===== src/rtl/core/nnis_pkg.sv =====
// ----------------------------------------------------------------------------
// nnis_pkg
// Shared types, constants and helpers of the nearest-neighbor image scaler.
// ----------------------------------------------------------------------------
package nnis_pkg;

  localparam int SOURCE_PIXELS_DEF = 65536;
  localparam int MAX_LINE_DEF      = 1024;

  localparam int FRAC_BITS  = 16;
  localparam int ACC_W      = 26;
  localparam int INT_W      = ACC_W - FRAC_BITS;
  localparam int DIM_W      = 11;
  localparam int BPP_W      = 3;
  localparam int INDEX_W    = 16;
  localparam int PIXEL_W    = 32;
  localparam int CFG_DATA_W = 32;
  localparam int CFG_ADDR_W = 5;
  localparam int REG_IDX_W  = 3;

  typedef enum logic [REG_IDX_W-1:0] {
    REG_SRC_WIDTH,
    REG_DST_WIDTH,
    REG_DST_HEIGHT,
    REG_X_STEP,
    REG_Y_STEP,
    REG_BYTES_PER_PIXEL
  } reg_idx_t;

  typedef enum logic {
    OP_LOAD = 1'b0,
    OP_EMIT = 1'b1
  } op_t;

  typedef struct packed {
    logic               operation;
    logic [INDEX_W-1:0] source_index;
    logic [PIXEL_W-1:0] pixel_value;
  } in_item_t;

  typedef struct packed {
    logic [PIXEL_W-1:0] out_pixel;
    logic               end_of_row;
    logic               end_of_frame;
  } out_item_t;

  typedef struct packed {
    logic [DIM_W-1:0] src_width;
    logic [DIM_W-1:0] dst_width;
    logic [DIM_W-1:0] dst_height;
    logic [ACC_W-1:0] x_step;
    logic [ACC_W-1:0] y_step;
    logic [BPP_W-1:0] bytes_per_pixel;
  } cfg_t;

  typedef struct packed {
    logic               valid;
    logic               end_of_row;
    logic               end_of_frame;
    logic [PIXEL_W-1:0] mask;
  } emit_t;

  function automatic logic [PIXEL_W-1:0] pixel_mask(input logic [BPP_W-1:0] nbytes);
    logic [PIXEL_W-1:0] m;
    case (nbytes)
      3'd0:    m = 32'h0000_0000;
      3'd1:    m = 32'h0000_00FF;
      3'd2:    m = 32'h0000_FFFF;
      3'd3:    m = 32'h00FF_FFFF;
      default: m = 32'hFFFF_FFFF;
    endcase
    return m;
  endfunction

endpackage


===== src/rtl/core/nnis_cfg_regs.sv =====
// ----------------------------------------------------------------------------
// nnis_cfg_regs
// APB-style register file holding the scaler geometry, steps and pixel size.
// ----------------------------------------------------------------------------
module nnis_cfg_regs (
  input  logic                              clk,
  input  logic                              rst_n,
  input  logic                              psel,
  input  logic                              penable,
  input  logic                              pwrite,
  input  logic [nnis_pkg::CFG_ADDR_W-1:0]   paddr,
  input  logic [nnis_pkg::CFG_DATA_W-1:0]   pwdata,
  output logic [nnis_pkg::CFG_DATA_W-1:0]   prdata,
  output logic                              pready,
  output nnis_pkg::cfg_t                    cfg
);

  nnis_pkg::cfg_t   cfg_r;
  nnis_pkg::cfg_t   cfg_nxt;
  nnis_pkg::reg_idx_t idx;
  logic             wr_en;

  assign pready = 1'b1;
  assign wr_en  = psel & penable & pwrite;
  assign idx    = nnis_pkg::reg_idx_t'(paddr[nnis_pkg::CFG_ADDR_W-1:2]);
  assign cfg    = cfg_r;

  always_comb begin
    cfg_nxt = cfg_r;
    if (wr_en) begin
      case (idx)
        nnis_pkg::REG_SRC_WIDTH:       cfg_nxt.src_width       = pwdata[nnis_pkg::DIM_W-1:0];
        nnis_pkg::REG_DST_WIDTH:       cfg_nxt.dst_width       = pwdata[nnis_pkg::DIM_W-1:0];
        nnis_pkg::REG_DST_HEIGHT:      cfg_nxt.dst_height      = pwdata[nnis_pkg::DIM_W-1:0];
        nnis_pkg::REG_X_STEP:          cfg_nxt.x_step          = pwdata[nnis_pkg::ACC_W-1:0];
        nnis_pkg::REG_Y_STEP:          cfg_nxt.y_step          = pwdata[nnis_pkg::ACC_W-1:0];
        nnis_pkg::REG_BYTES_PER_PIXEL: cfg_nxt.bytes_per_pixel = pwdata[nnis_pkg::BPP_W-1:0];
        default: ;
      endcase
    end
  end

  always_comb begin
    case (idx)
      nnis_pkg::REG_SRC_WIDTH:       prdata = nnis_pkg::CFG_DATA_W'(cfg_r.src_width);
      nnis_pkg::REG_DST_WIDTH:       prdata = nnis_pkg::CFG_DATA_W'(cfg_r.dst_width);
      nnis_pkg::REG_DST_HEIGHT:      prdata = nnis_pkg::CFG_DATA_W'(cfg_r.dst_height);
      nnis_pkg::REG_X_STEP:          prdata = nnis_pkg::CFG_DATA_W'(cfg_r.x_step);
      nnis_pkg::REG_Y_STEP:          prdata = nnis_pkg::CFG_DATA_W'(cfg_r.y_step);
      nnis_pkg::REG_BYTES_PER_PIXEL: prdata = nnis_pkg::CFG_DATA_W'(cfg_r.bytes_per_pixel);
      default:                       prdata = '0;
    endcase
  end

  always_ff @(posedge clk) begin
    if (!rst_n) begin
      cfg_r.src_width       <= nnis_pkg::DIM_W'(1);
      cfg_r.dst_width       <= nnis_pkg::DIM_W'(1);
      cfg_r.dst_height      <= nnis_pkg::DIM_W'(1);
      cfg_r.x_step          <= nnis_pkg::ACC_W'(65536);
      cfg_r.y_step          <= nnis_pkg::ACC_W'(65536);
      cfg_r.bytes_per_pixel <= nnis_pkg::BPP_W'(1);
    end else begin
      cfg_r <= cfg_nxt;
    end
  end

endmodule


===== config.mk =====
export PLATFORM = sky130hd
export DESIGN_NAME = nnis_cfg_regs
export DESIGN_NICKNAME = d
export VERILOG_FILES = /design/src/rtl/core/nnis_pkg.sv /design/src/rtl/core/nnis_cfg_regs.sv
export SDC_FILE = /design/constraint.sdc
export NUM_CORES = 1
export LEC_CHECK = 0
export BUFFER_PORTS_ARGS = -buffer_cell sky130_fd_sc_hd__buf_2
export CORE_ASPECT_RATIO = 1.1
export CORE_MARGIN = 2
export CORE_UTILIZATION = 40
export DETAILED_ROUTE_END_ITERATION = 10
export MAX_ROUTING_LAYER = met4
export PLACE_DENSITY_LB_ADDON = 0.25
export RECOVER_POWER = 25
export SLEW_MARGIN = 5
export SYNTH_ARGS = -nofsm -noshare
export SYNTH_HDL_FRONTEND = slang
export SYNTH_SLANG_ARGS = --single-unit

===== constraint.sdc =====
create_clock -name clk -period 3.5 [get_ports clk]
set_input_delay 0.7 -clock clk [delete_from_list [all_inputs] [get_ports clk]]
set_output_delay 0.7 -clock clk [all_outputs]
set_load 0.02 [all_outputs]

==> results_tabular.tex <==
\begin{tabular}{lr}
\hline
Metric & Value \\
\hline
\multicolumn{2}{l}{\textbf{Synth}} \\
\quad Ys Warns & 0 \\
\quad Avg Synthesized Cell Area & approximately 9.9 µm² \\
\quad Share of synthesized flip-flops with an asynchronous set or reset & 0 \\
\quad Count of flip-flops with a built-in enable after synthesis & 0 \\
\quad Proportion of synthesized chip area in sequential cells & 0.426 \\
\quad Post-synth top flop & sky130\_fd\_sc\_hd\_\_dfxtp\_1 \\
\quad Number of storage elements in the synthesis netlist & 88 \\
\quad Synthesized cell area & between 4000 and 5000 µm² \\
\quad Gate count after technology mapping & between 400 and 500 \\
\quad Yosys cell types & 38 \\
\multicolumn{2}{l}{\textbf{Die}} \\
\quad Horizontal extent of the die & between 100 and 150 µm \\
\quad Height of the chip & between 100 and 150 µm \\
\quad Die Outline Area & about 11000 µm² \\
\quad Placement Rows & 38 \\
\quad Floorplan core area & 9980 µm² \\
\quad Num ports & approximately 160 \\
\quad Initial cell density of the core & 0.414 \\
\multicolumn{2}{l}{\textbf{Cells and area}} \\
\quad Synthesis-to-finish area growth & 21.3\% \\
\quad Fraction of final layout cells sized beyond drive strength 1 & 0.249 \\
\quad Net count of the finished layout & just under 600 \\
\quad Number of antenna diodes & 0 \\
\quad Finished Layout Cells & 674 \\
\quad Number of flip-flops in the largest register & 88 \\
\multicolumn{2}{l}{\textbf{Power}} \\
\quad Share of power burned in combinational logic & 0.086 \\
\quad Internal power of the cells & between 1.5 and 2 mW \\
\quad Total Power Consumption & around 2.1 mW \\
\quad Pwr Density & between 400 and 500 nW/µm² \\
\quad P\_sw & 511 µW \\
\quad Leak Pwr & approximately 2.3 nW \\
\quad Worst IR drop on VDD & roughly 0.19 mV \\
\quad Proportion of power drawn by the clock network & 0.422 \\
\quad Net switching share of the total power & 0.248 \\
\quad Share of total power in sequential cells & 0.492 \\
\multicolumn{2}{l}{\textbf{Drt}} \\
\quad Via count & around 3500 \\
\quad Initial detailed-routing violation count & between 150 and 200 \\
\quad DRC errors left & 0 \\
\quad Total Routed Length & about 11 mm \\
\quad Avg Vias per Cell & $\sim$5 \\
\quad Average routed wire per standard cell & 16.4 µm \\
\quad Detail Route Antenna Nets & 0 \\
\quad DR pass1 iterations & 4 \\
\multicolumn{2}{l}{\textbf{Timing}} \\
\quad Tmin final & 2.90 ns \\
\quad Total count of max-transition violations in the final report & 56 \\
\quad Slew at the pin closest to its max-slew limit & $\sim$2.3 ns \\
\quad Crit share post-route & 0.829 \\
\quad F\_max & around 340 MHz \\
\quad Final setup violation count & 0 \\
\quad Remaining max-slew budget at the tightest pin & -0.554 \\
\quad Hold violation count in the final report & 0 \\
\quad Worst clock skew & 0 ns \\
\quad Setup tns final & 0 ns \\
\quad Setup repair after global routing missed its margin & no \\
\multicolumn{2}{l}{\textbf{Placed design}} \\
\quad Weighted congestion reported at the end of routability-driven placement & $\sim$0.78 \\
\quad Cells after DPL & 658 \\
\quad DP Wirelength & roughly 7.7 mm \\
\quad Total of buffers placed on input and output ports & between 100 and 150 \\
\multicolumn{2}{l}{\textbf{Global route}} \\
\quad Global routing usage summed across all routing layers & 0.201 \\
\quad Vias in the first global route & around 3300 \\
\quad Total congestion overflow after global routing & 0 \\
\quad Largest net degree at the start of global routing & 56 \\
\quad Global-route wire length before repair & approximately 17 mm \\
\quad Antenna violations before repair & 0 \\
\multicolumn{2}{l}{\textbf{Critical path}} \\
\quad Worst setup SP type & input pin \\
\quad Arrival @ worst endpoint & around 2.2 ns \\
\quad Cells traversed along the worst timing path & buf\_2 > and3\_1 > a221o\_1 > buf\_2 \\
\quad Critical Path Most Common Cell & sky130\_fd\_sc\_hd\_\_buf\_2 \\
\quad Largest stage delay on the critical path & roughly 0.68 ns \\
\quad Critical path type & in2out \\
\quad Cell type of the slowest stage on the worst timing path & sky130\_fd\_sc\_hd\_\_and3\_1 \\
\quad Highest fanout seen on the critical path & 21 \\
\quad Sort of element at the end of the critical path & output port \\
\quad Required @ worst endpoint & between 2 and 3 ns \\
\multicolumn{2}{l}{\textbf{Clock tree}} \\
\quad Cts bufs inserted & 9 \\
\quad Count of clock tree sinks & 88 \\
\quad H-tree depth reported by CTS & 3 \\
\quad Clock-pin slew of the registers on the worst-case setup and hold paths & $\sim$0.090 ns \\
\quad Maximum clock path buffer count & 2 \\
\quad Hold buffers post-CTS & 0 \\
\quad Setup Fix Bufs, Post-CTS & 0 \\
\quad Quantity of gates resized following cts & 0 \\
\quad Clock tree from TritonCTS & built \\
\quad Cell at the root of the clock tree & sky130\_fd\_sc\_hd\_\_clkbuf\_8 \\
\quad Clock insertion delay at the later pin of the skew report & 0.35 ns \\
\multicolumn{2}{l}{\textbf{Flow run}} \\
\quad Count of max-cap constraint violations & 1 \\
\multicolumn{2}{l}{\textbf{Outcome}} \\
\quad Outcome & complete, but fails checks \\
\quad Failing checks & max-capacitance violations, max-slew violations \\
\multicolumn{2}{l}{\textbf{Min path}} \\
\quad Class of the tightest hold or removal check & reg2reg \\
\hline
\end{tabular}
final timing paths:
| kind | from | to | slack [ns] | cells past startpoint |
|---|---|---|---|---|
| hold reg to reg | cfg[39]$_SDFFE_PN0P_ | cfg[39]$_SDFFE_PN0P_ | 0.48 | 2 |
| setup reg to reg | cfg[85]$_SDFFE_PN0P_ | cfg[85]$_SDFFE_PN0P_ | 2.76 | 2 |
| hold / removal | cfg[39]$_SDFFE_PN0P_ | cfg[39]$_SDFFE_PN0P_ | 0.48 | 2 |
| setup / recovery | paddr[2] | prdata[1] | 0.60 | 4 |
metal layers:
layer  wire, µm  global-route usage
met1       4960               0.249
met2       5460               0.332
met3        505              0.0367
met5          0                   -
met4        106              0.0568
layout by cell type, fill, tap and decap left out, types with 2 or more instances in the layout:
cell,synthesis,routed
sky130_fd_sc_hd__buf_4,10,8
sky130_fd_sc_hd__nand2b_4,2,2
sky130_fd_sc_hd__buf_2,4,98
sky130_fd_sc_hd__a221oi_1,3,3
sky130_fd_sc_hd__nand2_1,108,108
sky130_fd_sc_hd__o311ai_0,4,4
sky130_fd_sc_hd__mux4_2,2,2
sky130_fd_sc_hd__a22o_1,15,15
sky130_fd_sc_hd__mux2_2,3,3
sky130_fd_sc_hd__nor2_1,5,5
sky130_fd_sc_hd__o2bb2ai_1,3,3
sky130_fd_sc_hd__o21ai_0,14,14
sky130_fd_sc_hd__nand3b_1,4,4
sky130_fd_sc_hd__clkbuf_1,11,49
sky130_fd_sc_hd__clkbuf_8,0,9
sky130_fd_sc_hd__nor2_8,2,2
sky130_fd_sc_hd__inv_1,2,2
sky130_fd_sc_hd__inv_6,0,3
sky130_fd_sc_hd__mux2i_1,99,99
sky130_fd_sc_hd__conb_1,2,7
sky130_fd_sc_hd__o21a_1,7,7
sky130_fd_sc_hd__dfxtp_1,88,88
sky130_fd_sc_hd__bufinv_16,0,3
sky130_fd_sc_hd__o211ai_1,2,2
critical path, delay by kind of cell:
family / cells / cell delay, ns
simple gates: 1 / 0.68
buf+inv: 2 / 0.55
compound gates: 1 / 0.26
cell families after synthesis:
group,count (synthesis),synth area share
and+or+nand+nor,131,0.155
muxes,104,0.259
DFF,88,0.426
AOI/OAI and AO/OA,50,0.0908
buffers and inverters,41,0.0678
other,2,0.00182
final cells by class:
class	count	area [µm²]
Clock buffer	9	124
Clock inverter	7	124
Fill cell	975	4970
Inverter	3	11.3
Multi-Input combinational cell	292	2110
Sequential cell	88	1760
Tap cell	120	150
Timing Repair Buffer	155	734
Yosys cell counts (4+ instances only):
master	count	area [µm²]
sky130_fd_sc_hd__a22o_1	15	131
sky130_fd_sc_hd__buf_2	4	20.0
sky130_fd_sc_hd__buf_4	10	75.1
sky130_fd_sc_hd__buf_6	8	90.1
sky130_fd_sc_hd__clkbuf_1	11	41.3
sky130_fd_sc_hd__dfxtp_1	88	1760
sky130_fd_sc_hd__mux2i_1	99	991
sky130_fd_sc_hd__nand2_1	108	405
sky130_fd_sc_hd__nand3b_1	4	30.0
sky130_fd_sc_hd__nor2_1	5	18.8
sky130_fd_sc_hd__o21a_1	7	52.6
sky130_fd_sc_hd__o21ai_0	14	70.1
sky130_fd_sc_hd__o311ai_0	4	35.0
through the flow:
stage	instance area, µm²	hold WS, ns	utilization	worst slack [ns]
floorplan	4150	0.542	-	1.16
global placement	4830	0.454	0.484	0.618
detailed placement	4830	0.461	0.484	0.569
CTS	5080	0.475	0.509	0.568
global route	5020	0.502	0.503	0.307
finish	5020	0.475	0.503	0.597
power by group through the flow:
stage          clock network (mW)  registers (mW)  logic, mW
6_report                    0.869            1.01      0.176
5_1_grt                     0.930            1.02      0.193
4_1_cts                     0.882            1.01      0.179
3_5_place_dp                    0            1.04      0.179
3_3_place_gp                    0            1.04      0.177
2_1_floorplan                   0            1.05      0.120
Note: power is estimated with default switching activity, not from simulation.
