[config.mk]
export PLATFORM = sky130hd
export DESIGN_NAME = nnis_addr_gen
export DESIGN_NICKNAME = d
export VERILOG_FILES = /design/src/rtl/core/nnis_pkg.sv /design/src/rtl/core/nnis_addr_gen.sv
export SDC_FILE = /design/constraint.sdc
export NUM_CORES = 1
export LEC_CHECK = 0
export ABC_AREA = 1
export BUFFER_PORTS_ARGS = -buffer_cell sky130_fd_sc_hd__buf_2
export CAP_MARGIN = 20
export CORE_ASPECT_RATIO = 1.1
export CORE_MARGIN = 2
export CORE_UTILIZATION = 60
export DETAILED_ROUTE_END_ITERATION = 10
export PLACE_DENSITY = 0.82
export SLEW_MARGIN = 20
export SYNTH_ARGS = -nofsm -noshare
export SYNTH_HDL_FRONTEND = slang
export SYNTH_SLANG_ARGS = --single-unit
export TNS_END_PERCENT = 5
[constraint.sdc]
create_clock -name clk -period 23.2 [get_ports clk]
set_input_delay 6.96 -clock clk [delete_from_list [all_inputs] [get_ports clk]]
set_output_delay 6.96 -clock clk [all_outputs]
set_load 0.1 [all_outputs]
[src/rtl/core/nnis_pkg.sv]
// ----------------------------------------------------------------------------
// nnis_pkg
// Shared types, constants and helpers of the nearest-neighbor image scaler.
// ----------------------------------------------------------------------------
package nnis_pkg;

  localparam int SOURCE_PIXELS_DEF = 65536;
  localparam int MAX_LINE_DEF      = 1024;

  localparam int FRAC_BITS  = 16;
  localparam int ACC_W      = 26;
  localparam int INT_W      = ACC_W - FRAC_BITS;
  localparam int DIM_W      = 11;
  localparam int BPP_W      = 3;
  localparam int INDEX_W    = 16;
  localparam int PIXEL_W    = 32;
  localparam int CFG_DATA_W = 32;
  localparam int CFG_ADDR_W = 5;
  localparam int REG_IDX_W  = 3;

  typedef enum logic [REG_IDX_W-1:0] {
    REG_SRC_WIDTH,
    REG_DST_WIDTH,
    REG_DST_HEIGHT,
    REG_X_STEP,
    REG_Y_STEP,
    REG_BYTES_PER_PIXEL
  } reg_idx_t;

  typedef enum logic {
    OP_LOAD = 1'b0,
    OP_EMIT = 1'b1
  } op_t;

  typedef struct packed {
    logic               operation;
    logic [INDEX_W-1:0] source_index;
    logic [PIXEL_W-1:0] pixel_value;
  } in_item_t;

  typedef struct packed {
    logic [PIXEL_W-1:0] out_pixel;
    logic               end_of_row;
    logic               end_of_frame;
  } out_item_t;

  typedef struct packed {
    logic [DIM_W-1:0] src_width;
    logic [DIM_W-1:0] dst_width;
    logic [DIM_W-1:0] dst_height;
    logic [ACC_W-1:0] x_step;
    logic [ACC_W-1:0] y_step;
    logic [BPP_W-1:0] bytes_per_pixel;
  } cfg_t;

  typedef struct packed {
    logic               valid;
    logic               end_of_row;
    logic               end_of_frame;
    logic [PIXEL_W-1:0] mask;
  } emit_t;

  function automatic logic [PIXEL_W-1:0] pixel_mask(input logic [BPP_W-1:0] nbytes);
    logic [PIXEL_W-1:0] m;
    case (nbytes)
      3'd0:    m = 32'h0000_0000;
      3'd1:    m = 32'h0000_00FF;
      3'd2:    m = 32'h0000_FFFF;
      3'd3:    m = 32'h00FF_FFFF;
      default: m = 32'hFFFF_FFFF;
    endcase
    return m;
  endfunction

endpackage

[src/rtl/core/nnis_addr_gen.sv]
// ----------------------------------------------------------------------------
// nnis_addr_gen
// Raster walker: 10.16 accumulators, row and column counters, read address
// and registered row/frame end flags for each emitted pixel.
// ----------------------------------------------------------------------------
module nnis_addr_gen #(
  parameter int SOURCE_PIXELS = nnis_pkg::SOURCE_PIXELS_DEF,
  parameter int MAX_LINE      = nnis_pkg::MAX_LINE_DEF
) (
  input  logic                                  clk,
  input  logic                                  rst_n,
  input  logic                                  emit,
  input  nnis_pkg::cfg_t                        cfg,
  output logic [$clog2(SOURCE_PIXELS)-1:0]      rd_addr,
  output nnis_pkg::emit_t                       st
);

  localparam int AW    = $clog2(SOURCE_PIXELS);
  localparam int CNT_W = $clog2(MAX_LINE);
  localparam int SZ_W  = CNT_W + 1;
  localparam int SUM_W = nnis_pkg::INT_W + nnis_pkg::DIM_W;

  logic [nnis_pkg::ACC_W-1:0] x_acc_r, x_acc_nxt;
  logic [nnis_pkg::ACC_W-1:0] y_acc_r, y_acc_nxt;
  logic [CNT_W-1:0]           col_r, col_nxt;
  logic [CNT_W-1:0]           row_r, row_nxt;
  nnis_pkg::emit_t            st_r, st_nxt;

  logic [SZ_W-1:0]  width_c, height_c;
  logic [SZ_W-1:0]  col_inc, row_inc;
  logic             row_end, frame_end;
  logic [SUM_W-1:0] prod, addr_sum;

  // source address from the integer parts of the accumulators
  assign prod = {{nnis_pkg::DIM_W{1'b0}}, y_acc_r[nnis_pkg::ACC_W-1:nnis_pkg::FRAC_BITS]}
              * {{nnis_pkg::INT_W{1'b0}}, cfg.src_width};
  assign addr_sum = prod + SUM_W'(x_acc_r[nnis_pkg::ACC_W-1:nnis_pkg::FRAC_BITS]);
  assign rd_addr  = addr_sum[AW-1:0];
  assign st       = st_r;

  always_comb begin
    if (cfg.dst_width == '0) begin
      width_c = SZ_W'(1);
    end else if (32'(cfg.dst_width) > 32'(MAX_LINE)) begin
      width_c = SZ_W'(MAX_LINE);
    end else begin
      width_c = SZ_W'(cfg.dst_width);
    end
    if (cfg.dst_height == '0) begin
      height_c = SZ_W'(1);
    end else if (32'(cfg.dst_height) > 32'(MAX_LINE)) begin
      height_c = SZ_W'(MAX_LINE);
    end else begin
      height_c = SZ_W'(cfg.dst_height);
    end
  end

  always_comb begin
    col_inc   = {1'b0, col_r} + SZ_W'(1);
    row_inc   = {1'b0, row_r} + SZ_W'(1);
    row_end   = col_inc >= width_c;
    frame_end = row_end && (row_inc >= height_c);

    x_acc_nxt = x_acc_r;
    y_acc_nxt = y_acc_r;
    col_nxt   = col_r;
    row_nxt   = row_r;

    st_nxt              = st_r;
    st_nxt.valid        = emit;
    st_nxt.end_of_row   = row_end;
    st_nxt.end_of_frame = frame_end;
    st_nxt.mask         = nnis_pkg::pixel_mask(cfg.bytes_per_pixel);

    if (emit) begin
      if (!row_end) begin
        col_nxt   = col_inc[CNT_W-1:0];
        x_acc_nxt = x_acc_r + cfg.x_step;
      end else begin
        col_nxt   = '0;
        x_acc_nxt = '0;
        if (frame_end) begin
          row_nxt   = '0;
          y_acc_nxt = '0;
        end else begin
          row_nxt   = row_inc[CNT_W-1:0];
          y_acc_nxt = y_acc_r + cfg.y_step;
        end
      end
    end
  end

  always_ff @(posedge clk) begin
    if (!rst_n) begin
      x_acc_r  <= '0;
      y_acc_r  <= '0;
      col_r    <= '0;
      row_r    <= '0;
      st_r     <= '0;
    end else begin
      x_acc_r  <= x_acc_nxt;
      y_acc_r  <= y_acc_nxt;
      col_r    <= col_nxt;
      row_r    <= row_nxt;
      st_r     <= st_nxt;
    end
  end

endmodule

==> impl_metrics.toml, run 1 <==
[status]
status = "finished, final reports clean"

[sta]
max_slew_margin_pct = 39.6
rsz0062_at_grt = "no"
finalClockSkew_ns = 0.0101
drv_slew = 0
fmax_ghz = 0.0530
fin_setup_tns_ns = 0
hold_viol_final = 0
worst_pin_slew_ns = 0.904
fin_crit_ns = 18.87
fin_crit_sh_pct = 81.3
finalSetupViolations = 0

[synth]
yosys_warnings = 0
syn_inst = 1749
synth-edff-count = 0
async_reset_ff_share_pct = 0
syn_avg_cell_area_sq_um = 6.35
ys.flop_type = "dfxtp_1"
ys_types = 36
ys_seq_area_share_pct = 14.2
synth_top_cells_by_area = "nand2_1 (21%), dfxtp_1 (14%), fa_1 (13%)"
synthMuxAreaShare_pct = 0
yosys-top-cells-count = "nand2_1 (620), inv_1 (345), ha_1 (113)"
synth_top_family_by_area = "simple AND/OR/NAND/NOR gates"
synth_compound_area_share_pct = 7.02
netlist_area_sq_um = 11100
yosysTopAreaCellShare_pct = 21.0
synthesis.nets = 2027
synthAdderAreaFrac_pct = 26.1
yosysMostFrequentCell = "nand2_1"
synth-simple-area-share_pct = 33.1
synth-xor-area-share_pct = 4.34
yosysTopAreaCell = "nand2_1"
yosys_register_bits = 79

[routing]
drtIter0Drc = 527
wl_per_cell_um = 12.9
dr.pass1.iters = 7
remaining_drc_errors = 0
antenna_left = 0
viasPerCell = 5.18
num_vias = 10778
drt_wl_total_um = 26800

[cells_and_area]
area_growth_pct = 8.01
fillers = 1694
antennaDiodeCount = 0
utilization_pct = 65.6
drive_gt1_share_pct = 9.96
finalNonFillerCells = 2080
layout.nets = 2113

[setup_path]
crit_family = "adder cells"
arrival_ns = 11.91
crit_fanout = 10
cp_num_buf_inv = 7
reg2reg_depth = 12
timing.rr.end = "x_acc_r[18]"
path_class = "input pin to output pin"
start_kind = "input pin"
crit_required_ns = 16.24
crit_path_end = "rd_addr[15]"
crit_path_end_kind = "output pin"
critPathSlowestCell = "fa_1"
cp-startpoint = "cfg[82]"
worstReg2RegStart = "col_r[0]"
max_stage_delay_ns = 0.56
r2r_slack_ns = 19.71
cp_num_cells = 20
path_cells = "buf_2 > nand2_1 > fa_1 > inv_1 > fa_1 > inv_1 > fa_1 > inv_1 > fa_1 > inv_1 > fa_1 > inv_1 > ha_1 > nand2_1 > nor2_1 > nand2_1 > o21ai_0 > nand3_1 > nand2_1 > buf_2"

[floorplan]
die_area_sq_um = 19600
rows = 52
dieWidth_um = 134
start_util_pct = 60.8
core_sq_um = 18300
ios = 142
die_h_um = 147

[placement]
place_inst = 2067
portBuffers = 141
post-dp-hpwl_um = 21900
gp_congestion = 0.967

[grt]
grt_remaining_overflow = 0
grt_max_degree = 74
grt_pass1_vias = 10319
grt_pass1_wl_um = 45400
track_usage_pct = 27.9
antenna_found_initial = 1

[cts]
cts_buffers = 9
cts-resized-gates = 0
clk_path_buf_depth = 2
cts.sinks = 79
clk_root_buffer_cell = "clkbuf_16"
clk_pin_slew_ns = 0.06
clkLatencyLatePin_ns = 0.34
cts_tree = "done"
htreeDepth = 3
hold_buffers = 0
cts_setup_buffers = 0

[power_and_ir_drop]
power.share.sequential_pct = 30.3
power.internal_uw = 283
switching_share_pct = 43.0
power.leakage_uw = 0.00711
irDropWorstVdd_uv = 51.2
pwr-share-comb_pct = 42.3
power_density_nw_per_um2 = 41.4
pwr-share-clk_pct = 27.3
p_switching_uw = 214

[hold_path]
hold_path_class = "register to register"

[job]
cap_violations = 0
-- through the flow --
step / power (uW) / hold slack (ns) / area (sq um) / setup slack (ns)
finish: 497 / 0.467 / 12000 / 4.33
floorplan: 322 / 0.444 / 11100 / 3.74
detailed placement: 362 / 0.455 / 11700 / 4.36
global route: 528 / 0.475 / 12000 / 4.13
global placement: 358 / 0.454 / 11700 / 4.45
CTS: 499 / 0.465 / 12000 / 4.34
-- power by group through the flow --
stage / clock [uW] / sequential, uW / combinational (uW)
2_1_floorplan: 0 / 155 / 167
3_3_place_gp: 0 / 153 / 205
3_5_place_dp: 0 / 154 / 208
4_1_cts: 138 / 151 / 210
5_1_grt: 144 / 152 / 232
6_report: 136 / 151 / 210
-- layer usage --
layer	track usage [%]	vias to the layer above	share of wire [%]	routed length [um]
li1	-	5503	-	-
met5	0	-	0.026	7
met4	9.31	2	2.7	727
met1	33.1	4895	42	11200
met2	51.0	324	49	13200
met3	4.59	54	5.8	1560
-- final cells by class --
cell class | count | area [sq um] | share of cell area (%)
Multi-Input combinational cell | 1257 | 7830 | 65.3
Sequential cell | 79 | 1580 | 13.2
Inverter | 346 | 1300 | 10.8
Timing Repair Buffer | 142 | 713 | 5.94
Tap cell | 243 | 304 | 2.53
Clock buffer | 11 | 233 | 1.94
Clock inverter | 2 | 35.0 | 0.292
-- logic make-up after synthesis --
group | count (synthesis)
DFF | 79
adders and majority gates | 187
AOI/OAI and AO/OA | 141
buffers and inverters | 413
xor gates and xnor gates | 55
and+or+nand+nor | 874
-- flip-flops by register name (all words and copies together) (netlist names) --
signal,flops
x_acc_r,26
row_r,10
col_r,10
st,7
y_acc_r,26
-- worst min-delay path by stage --
stage	to	slack, ns	cells after the start	startpoint
6_report	row_r[9]	0.47	2	row_r[9]
5_1_grt	row_r[9]	0.48	2	row_r[9]
4_1_cts	row_r[9]	0.46	2	row_r[9]
3_5_place_dp	row_r[9]	0.46	2	row_r[9]
3_3_place_gp	col_r[9]	0.45	2	col_r[9]
2_1_floorplan	col_r[9]	0.44	2	col_r[9]
-- worst register-to-register path: stages, from the launching register on --
cell,delay [ns]
dfxtp_1,0.46
ha_1,0.23
nand3_1,0.12
nor2_1,0.18
nand3_1,0.14
nor3_1,0.24
ha_1,0.31
a21o_1,0.20
nor2_2,0.15
nand4_4,0.19
nor2_4,0.72
nand3_1,0.27
a21oi_1,0.20
-- layout by cell type, fill, tap and decap left out, types with 4 or more instances in the layout --
cell       Yosys  final
and2_1        12     12
nand2_1      620    620
a21oi_1      107    107
nand3b_1       9      9
inv_1        345    344
nand4_1       24     24
ha_1         113    113
nand3_1      103    103
nor2_1        71     71
or2_2          5      5
nor4_1         4      4
nor3_1        12     12
buf_2         10    141
xor2_1        45     45
fa_1          74     74
o21ai_0        9      9
clkbuf_16      0      9
o21bai_1       7      7
dfxtp_1       79     79
xnor2_1       10     10
nand3_2        8      8
a21oi_2       10     10
(Power assumes the default switching activity.)
==> run 2: changes to the inputs <==
clock period = 17.6 ns   (was 23.2 ns; I/O delays follow)
==> impl_metrics.toml, run 2 (synthesis results as in run 1) <==
[power_and_ir_drop]
irDropWorstVdd_uv = 61.9
power_uw = 663
power_density_nw_per_um2 = 55.2
power.leakage_uw = 0.00712

[job]
cap_violations = 0

[setup_path]
crit_path_end = "rd_addr[15]"
crit_path_end_kind = "output pin"
cp-startpoint = "cfg[82]"
arrival_ns = 10.19
crit_fanout = 10
r2r_slack_ns = 14.15
path_class = "input pin to output pin"
reg2reg_depth = 12
worstReg2RegStart = "col_r[0]"
start_kind = "input pin"
timing.rr.end = "x_acc_r[17]"
crit_required_ns = 12.32

[sta]
finalSetupViolations = 0
fin_setup_tns_ns = 0
drv_slew = 0
fin_crit_ns = 15.47
finalClockSkew_ns = 0.0110
worst_pin_slew_ns = 0.910
fmax_ghz = 0.0647
fin_crit_sh_pct = 87.9
max_slew_margin_pct = 39.2
rsz0062_at_grt = "no"
hold_viol_final = 0

[floorplan]
start_util_pct = 60.8
dieWidth_um = 134
ios = 142
die_area_sq_um = 19600
rows = 52
die_h_um = 147
core_sq_um = 18300

[grt]
grt_remaining_overflow = 0
grt_max_degree = 74
antenna_found_initial = 1
grt_pass1_vias = 10361
grt_pass1_wl_um = 45900
track_usage_pct = 28.1

[cts]
cts-resized-gates = 0
cts_tree = "done"
clk_pin_slew_ns = 0.06
clkLatencyLatePin_ns = 0.35
cts_setup_buffers = 0
cts.sinks = 79
clk_root_buffer_cell = "clkbuf_16"
hold_buffers = 0
htreeDepth = 3
clk_path_buf_depth = 2
cts_buffers = 9

[routing]
wl_per_cell_um = 13.0
dr.pass1.iters = 5
antenna_left = 0
viasPerCell = 5.17
num_vias = 10750
remaining_drc_errors = 0
drt_wl_total_um = 27000
drtIter0Drc = 579

[cells_and_area]
layout_commonest_cell = "nand2_1"
layout_common_cells = "nand2_1 (620), inv_1 (344), buf_2 (141)"
reg.largest.list = "x_acc_r: 26 flops, y_acc_r: 26 flops"
layout.nets = 2113
fillers = 1676
area_growth_pct = 8.18
antennaDiodeCount = 0
drive_gt1_share_pct = 10.0

[hold_path]
hold_path_class = "register to register"
min_from = "col_r[9]"

[placement]
post-dp-hpwl_um = 21800
gp_congestion = 0.972
portBuffers = 141

[status]
status = "finished, final reports clean"
==> run 2: worst min-delay path by stage <==
stage	slack (ns)	endpoint	cells after the start
3_5_place_dp	0.46	row_r[9]	2
4_1_cts	0.46	row_r[9]	2
2_1_floorplan	0.44	col_r[9]	2
6_report	0.47	col_r[9]	2
5_1_grt	0.48	row_r[9]	2
3_3_place_gp	0.45	col_r[9]	2
==> run 2: layout make-up <==
class	count	area, sq um	area share, %
clock buffer	12	256	2.13
clock inverter	1	30.0	0.250
inverter	346	1300	10.8
multi-input combinational	1257	7830	65.2
sequential	79	1580	13.2
tap	243	304	2.53
timing repair buffer	142	713	5.94
==> run 2: power breakdown <==
group / total (uW) / internal [uW] / switching, uW
logic: 278 / 77.1 / 200
clock network: 186 / 115 / 71.2
registers: 199 / 189 / 9.74
total: 663 / 381 / 281
==> run 2: layer usage <==
layer | track usage [%] | routed length, um | vias up
li1 | - | - | 5501
met4 | 8.67 | 698 | 2
met2 | 52.0 | 13300 | 315
met1 | 33.6 | 11400 | 4875
met5 | 0 | 7 | -
met3 | 3.86 | 1500 | 57
==> run 2: metrics by stage <==
| stage | util [%] | instance area, sq um | hold WS (ns) | std cells | setup WS, ns |
|---|---|---|---|---|---|
| after floorplan | - | 11100 | 0.444 | 1749 | 1.50 |
| final | 65.7 | 12000 | 0.468 | 2080 | 2.13 |
| after global placement | 64.2 | 11700 | 0.454 | 2067 | 2.21 |
| after global routing | 65.7 | 12000 | 0.476 | 2080 | 1.88 |
| after detailed placement | 64.2 | 11700 | 0.455 | 2067 | 2.14 |
| after CTS | 65.7 | 12000 | 0.465 | 2080 | 2.13 |
==> run 2: critical path, cell delays in order <==
cell	delay (ns)
buf_2	0.20
nand2_1	0.11
fa_1	0.56
inv_1	0.05
fa_1	0.49
inv_1	0.05
fa_1	0.47
inv_1	0.05
fa_1	0.52
inv_1	0.06
fa_1	0.54
inv_1	0.05
ha_1	0.34
nand2_1	0.09
nor2_1	0.18
nand2_1	0.07
o21ai_0	0.43
nand3_1	0.14
nand2_1	0.08
buf_2	0.42
==> run 3: changes to the inputs <==
CTS_BUF_LIST = sky130_fd_sc_hd__clkbuf_2   (was not set)
==> impl_metrics.toml, run 3 (synthesis results as in run 1) <==
[routing]
dr.pass1.iters = 5
remaining_drc_errors = 0
viasPerCell = 5.16
antenna_left = 0
num_vias = 10731
drtIter0Drc = 568
wl_per_cell_um = 12.8
drt_wl_total_um = 26700

[cells_and_area]
layout_commonest_cell = "nand2_1"
final-seq-area_sq_um = 1580
reg.largest.list = "x_acc_r: 26 flops, y_acc_r: 26 flops"
area_growth_pct = 6.39
antennaDiodeCount = 0
multi_input_area_sq_um = 7830
layout_common_cells = "nand2_1 (620), inv_1 (344), buf_2 (141)"
layout.nets = 2113
utilization_pct = 64.6
drive_gt1_share_pct = 9.96
fillers = 1717
finalNonFillerCells = 2080

[cts]
cts_setup_buffers = 0
clk_root_buffer_cell = "clkbuf_2"
cts_tree = "done"
clk_pin_slew_ns = 0.19
cts_buffers = 9
htreeDepth = 3
cts.sinks = 79
hold_buffers = 0
clk_path_buf_depth = 2
cts-resized-gates = 0
clkLatencyLatePin_ns = 0.62

[grt]
grt_pass1_vias = 10311
grt_max_degree = 74
antenna_found_initial = 1
grt_pass1_wl_um = 45400
grt_remaining_overflow = 0
track_usage_pct = 27.9

[sta]
rsz0062_at_grt = "no"
worst_pin_slew_ns = 0.924
finalSetupViolations = 0
fin_setup_tns_ns = 0
drv_slew = 0
hold_viol_final = 0
whs_ns = 0.479
fin_crit_ns = 15.52
fmax_ghz = 0.0645
fin_crit_sh_pct = 88.2
finalClockSkew_ns = 0.0365
max_slew_margin_pct = 38.3

[status]
status = "finished, final reports clean"

[power_and_ir_drop]
irDropWorstVdd_uv = 51.3
power_uw = 570
power_density_nw_per_um2 = 48.2
power.leakage_uw = 0.00704

[hold_path]
hold_path_class = "register to register"
min_from = "row_r[9]"

[placement]
gp_congestion = 0.972
portBuffers = 141
place_inst = 2067
post-dp-hpwl_um = 21800

[floorplan]
rows = 52
start_util_pct = 60.8
core_sq_um = 18300
die_h_um = 147
die_area_sq_um = 19600
ios = 142
dieWidth_um = 134

[setup_path]
start_kind = "input pin"
cp-startpoint = "cfg[82]"
worstReg2RegStart = "col_r[0]"
path_class = "input pin to output pin"
crit_fanout = 10
arrival_ns = 10.24
crit_path_end_kind = "output pin"
crit_required_ns = 12.32

[job]
cap_violations = 0
[run 3: worst paths after layout]
kind                            slack, ns           to  depth (start not counted)
worst min register to register       0.48     row_r[9]                          2
worst max-delay path                 2.08  rd_addr[15]                         20
worst max register to register      14.10  x_acc_r[18]                         12
worst min-delay path                 0.48     row_r[9]                          2
[run 3: critical path, stage by stage]
cell	delay, ns
buf_2	0.20
nand2_1	0.11
fa_1	0.56
inv_1	0.05
fa_1	0.49
inv_1	0.05
fa_1	0.47
inv_1	0.05
fa_1	0.52
inv_1	0.06
fa_1	0.54
inv_1	0.05
ha_1	0.34
nand2_1	0.09
nor2_1	0.18
nand2_1	0.07
o21ai_0	0.47
nand3_1	0.14
nand2_1	0.08
buf_2	0.42
[run 3: stage by stage]
stage          setup slack, ns  instance area (sq um)
3_3_place_gp              2.21                  11700
3_5_place_dp              2.14                  11700
4_1_cts                   2.13                  11800
5_1_grt                   1.88                  11800
6_report                  2.08                  11800
2_1_floorplan             1.50                  11100
[run 3: where the power goes]
part | internal (uW) | switching, uW
sequential | 189 | 9.71
combinational | 77.1 | 200
clock | 30.3 | 63.6
total | 296 | 273
[run 3: routing by layer]
metal  up-vias  GRT usage, %  wire length (um)
li1       5502             -                 -
met1      4892          32.9             11300
met2       284          51.5             13300
met3        51          4.28              1450
met4         2          8.67               623
met5         -             0                 7
[run 3: final cells by class]
cell class	instances	area share, %
well taps	243	2.57
repair buffers	142	6.04
inverters	346	11.0
flip-flops and latches	79	13.4
clock buffers	10	0.424
clock inverters	3	0.318
multi-input cells	1257	66.3
